<file path="src/rtl/lis_pkg.sv">
// Shared constants and controller/datapath command and status types.
package lis_pkg;

    localparam int DEPTH_DEFAULT = 512;
    localparam int VALUE_W       = 32;
    localparam int LEN_W         = 10;
    localparam logic [LEN_W-1:0] LEN_MAX = '1;

    typedef struct packed {
        logic load;     // capture the accepted word and start a new search
        logic rd_en;    // read the next stored element
        logic commit;   // store the element and load the result register
    } t_cmd;

    typedef struct packed {
        logic full;     // store holds DEPTH elements
        logic empty;    // no element stored in this sequence
        logic rd_last;  // the read being issued is of the last stored element
        logic out_busy; // result register holds a word not yet taken
    } t_status;

endpackage

</file>
<file path="src/rtl/lis_ctrl.sv">
// Controller that sequences the scan over the stored elements.
module lis_ctrl (
    input  logic             i_clk,
    input  logic             i_rst_n,
    input  logic             i_in_valid,
    output logic             o_in_ready,
    input  lis_pkg::t_status i_status,
    output lis_pkg::t_cmd    o_cmd
);

    localparam logic [1:0] S_IDLE   = 2'd0;
    localparam logic [1:0] S_SCAN   = 2'd1;
    localparam logic [1:0] S_DRAIN  = 2'd2;
    localparam logic [1:0] S_COMMIT = 2'd3;

    logic [1:0] r_state;
    logic [1:0] n_state;

    always_comb begin
        n_state      = r_state;
        o_in_ready   = 1'b0;
        o_cmd        = '0;
        unique case (r_state)
            S_IDLE: begin
                o_in_ready = 1'b1;
                if (i_in_valid) begin
                    o_cmd.load = 1'b1;
                    // No scan is needed when the store is empty or full.
                    if (i_status.full || i_status.empty) begin
                        n_state = S_COMMIT;
                    end else begin
                        n_state = S_SCAN;
                    end
                end
            end
            S_SCAN: begin
                o_cmd.rd_en = 1'b1;
                if (i_status.rd_last) begin
                    n_state = S_DRAIN;
                end
            end
            S_DRAIN: begin
                n_state = S_COMMIT;
            end
            S_COMMIT: begin
                if (!i_status.out_busy) begin
                    o_cmd.commit = 1'b1;
                    n_state      = S_IDLE;
                end
            end
            default: n_state = S_IDLE;
        endcase
    end

    always_ff @(posedge i_clk) begin
        if (!i_rst_n) begin
            r_state <= S_IDLE;
        end else begin
            r_state <= n_state;
        end
    end

endmodule

</file>
<file path="config.mk">
export PLATFORM = sky130hd
export DESIGN_NAME = lis_ctrl
export DESIGN_NICKNAME = d
export VERILOG_FILES = /design/src/rtl/lis_pkg.sv /design/src/rtl/lis_ctrl.sv
export SDC_FILE = /design/constraint.sdc
export NUM_CORES = 1
export LEC_CHECK = 0
export BUFFER_PORTS_ARGS = -buffer_cell sky130_fd_sc_hd__buf_2
export CORE_AREA = 2 2 39 41
export CTS_CLUSTER_SIZE = 24
export DETAILED_ROUTE_END_ITERATION = 10
export DIE_AREA = 0 0 41 43
export PLACE_DENSITY = 0.3
export SYNTH_ARGS = -nofsm -noshare
export SYNTH_HDL_FRONTEND = slang
export SYNTH_SLANG_ARGS = --single-unit
</file>
<file path="constraint.sdc">
create_clock -name i_clk -period 1.7 [get_ports i_clk]
set_clock_uncertainty 0.1 [all_clocks]
set_input_delay 0.17 -clock i_clk [delete_from_list [all_inputs] [get_ports i_clk]]
set_output_delay 0.17 -clock i_clk [all_outputs]
set_load 0.03 [all_outputs]
</file>
==> results.json <==
{
  "yosysUniqueCellTypes": 13,
  "cts_tree": "done",
  "drive_above_1_share": 0.455,
  "path_buf_inv": 1,
  "grt_max_degree": 7,
  "ys_ff_latch": 2,
  "yosysSeqAreaShare": 0.218,
  "critPathTopFamily": "compound AO/OA/AOI/OAI gates",
  "placedCellCount": 46,
  "postSynthCellCount": 20,
  "status": "finished, final reports clean",
  "end_kind": "register",
  "hold_violations": 0,
  "final_antenna_net_count": 0,
  "diodes": 0,
  "postCtsSetupRepairBufs": 0,
  "hold_depth": 2,
  "yosysWarningCount": 0,
  "firstDrtPassIters": 4,
  "final_common_cell": "buf_2",
  "hold_path_class": "in -> reg",
  "hold_ws_ns": 0.109,
  "vias_per_cell": 3.96,
  "rsz0062_at_grt": "false",
  "cts_buffers": 3,
  "fmax_mhz": 642,
  "cts_buffer_depth": 2,
  "root_buffer": "clkbuf_4",
  "finalInstanceArea_um2": 278,
  "path_cells": "inv_1 > ha_1 > a222oi_1 > mux2i_1",
  "min_from": "i_rst_n",
  "timing.final.crit_share": 0.916,
  "clock_sinks": 2,
  "worst_slew_pin_slew_ns": 0.447,
  "rows": 14,
  "final_cell_mix": "10 x buf_2, 4 x inv_1, 4 x ha_1, 3 x clkbuf_4",
  "cpMaxStageDelayCell": "a222oi_1",
  "core_area_um2": 1380,
  "hpwl_um": 366,
  "r2r_start": "r_state[1]",
  "r2r_end": "r_state[1]",
  "timing.final.ws_setup_ns": 0.143,
  "p_leak_nw": 0.155,
  "via_count": 194,
  "ff2ff_setup_slack_ns": 0.14,
  "syn_area_um2": 184,
  "max-vdd-ir-drop_uv": 391,
  "crit_arrival_ns": 1.61,
  "fin_crit_ns": 1.56,
  "synth_fp_nets": 31,
  "hold_buffers": 0,
  "wl_um": 442,
  "die_height_um": 43,
  "gp_congestion": 0.634,
  "critPathMaxStageDelay_ns": 0.49,
  "cp_data_required_time_ns": 1.75,
  "finalSetupViolations": 0,
  "start_util": 0.133,
  "maxSlewViolCount": 0,
  "power_density_nw_per_um2": 1800,
  "rr_worst_depth": 4,
  "cts-htree-levels": 1,
  "place_ws_ns": 0.111,
  "largest_register_ffs": 2,
  "first_global_vias": 165,
  "reg_top3": "r_state x2",
  "setup_tns_ns": 0,
  "grt_pass1_wl_um": 614,
  "slew_headroom": 0.702,
  "routedWlPerCell_um": 9.02,
  "crit_fanout": 6,
  "hold_end": "r_state[0]",
  "drcViolationCount": 0,
  "clock_latency_ns": 0.22,
  "dpl_cell_area_um2": 254,
  "syn_avg_cell_area_um2": 9.20,
  "top_level_ports": 11,
  "grtUsageTotal": 0.0571,
  "max-cap-violations": 0,
  "antenna_found_initial": 0,
  "critPathLaunchType": "register",
  "fin_cells": 49,
  "finalNetCount": 46,
  "grt_overflow": 0,
  "largest-register": "r_state",
  "crit_cells": 4,
  "clkTransAtPathRegs_ns": 0.03,
  "area_delta_synth_final_pct": 51.0,
  "drt_iter0_drc": 7,
  "dieArea_um2": 1760,
  "portBuffers": 10,
  "fp.dieW_um": 41,
  "critical_path_class": "reg -> reg"
}
per-stage QoR:
step           total power, mW  utilization
3_3_place_gp             0.399        0.184
2_1_floorplan            0.328            -
3_5_place_dp             0.401        0.184
5_1_grt                  0.555        0.201
6_report                 0.499        0.201
4_1_cts                  0.513        0.200
routing by layer:
metal / share of wire / vias up / global-route usage
met1: 0.43 / 88 / 0.0541
met2: 0.46 / 9 / 0.0781
met4: 0 / 0 / 0.0600
li1: - / 97 / -
met5: 0 / - / 0
met3: 0.12 / 0 / 0.0314
layout make-up:
| class | count | area (um^2) |
|---|---|---|
| clock buffer | 3 | 22.5 |
| fill | 163 | 1110 |
| inverter | 4 | 15.0 |
| multi-input combinational | 14 | 129 |
| sequential | 2 | 41.3 |
| tap | 16 | 20.0 |
| timing repair buffer | 10 | 50.0 |
how the worst max path moves through the flow:
| stage | startpoint | endpoint | slack [ns] |
|---|---|---|---|
| 2_1_floorplan | r_state[0] | r_state[0] | 0.11 |
| 3_3_place_gp | r_state[0] | r_state[1] | 0.1 |
| 3_5_place_dp | r_state[0] | r_state[1] | 0.11 |
| 4_1_cts | r_state[0] | r_state[1] | 0.11 |
| 5_1_grt | r_state[1] | r_state[1] | 0.008 |
| 6_report | r_state[1] | r_state[1] | 0.14 |
cell usage after synthesis:
cell type / instances / area [um^2]
ha_1: 4 / 50.1
inv_1: 4 / 15.0
dfxtp_1: 2 / 40.0
a221o_1: 1 / 10.0
a222oi_1: 1 / 10.0
and2_2: 1 / 7.51
mux2i_1: 1 / 10.0
nand2_1: 1 / 3.75
nand2b_1: 1 / 6.26
nor2b_1: 1 / 6.26
o211a_1: 1 / 10.0
o221ai_1: 1 / 8.76
or2_0: 1 / 6.26
cells by family after synthesis:
family / after synthesis / share of synthesized area
and+or+nand+nor: 5 / 0.163
AOI/OAI and AO/OA: 4 / 0.211
buffers and inverters: 4 / 0.0816
adders and majority gates: 4 / 0.272
DFF: 2 / 0.218
muxes: 1 / 0.0544
power by group:
part           leakage, nW  switching (mW)  internal [mW]  total [mW]
clock network       0.0138          0.0255         0.0777       0.103
logic                0.124           0.180          0.121       0.301
registers           0.0169          0.0216         0.0727      0.0943
timing repair:
item / CTS / global route
gates resized for setup: 0 / 1
endpoints found under the setup margin: 0 / 1
hold endpoints to repair: 0 / 0
(Power assumes the default switching activity.)
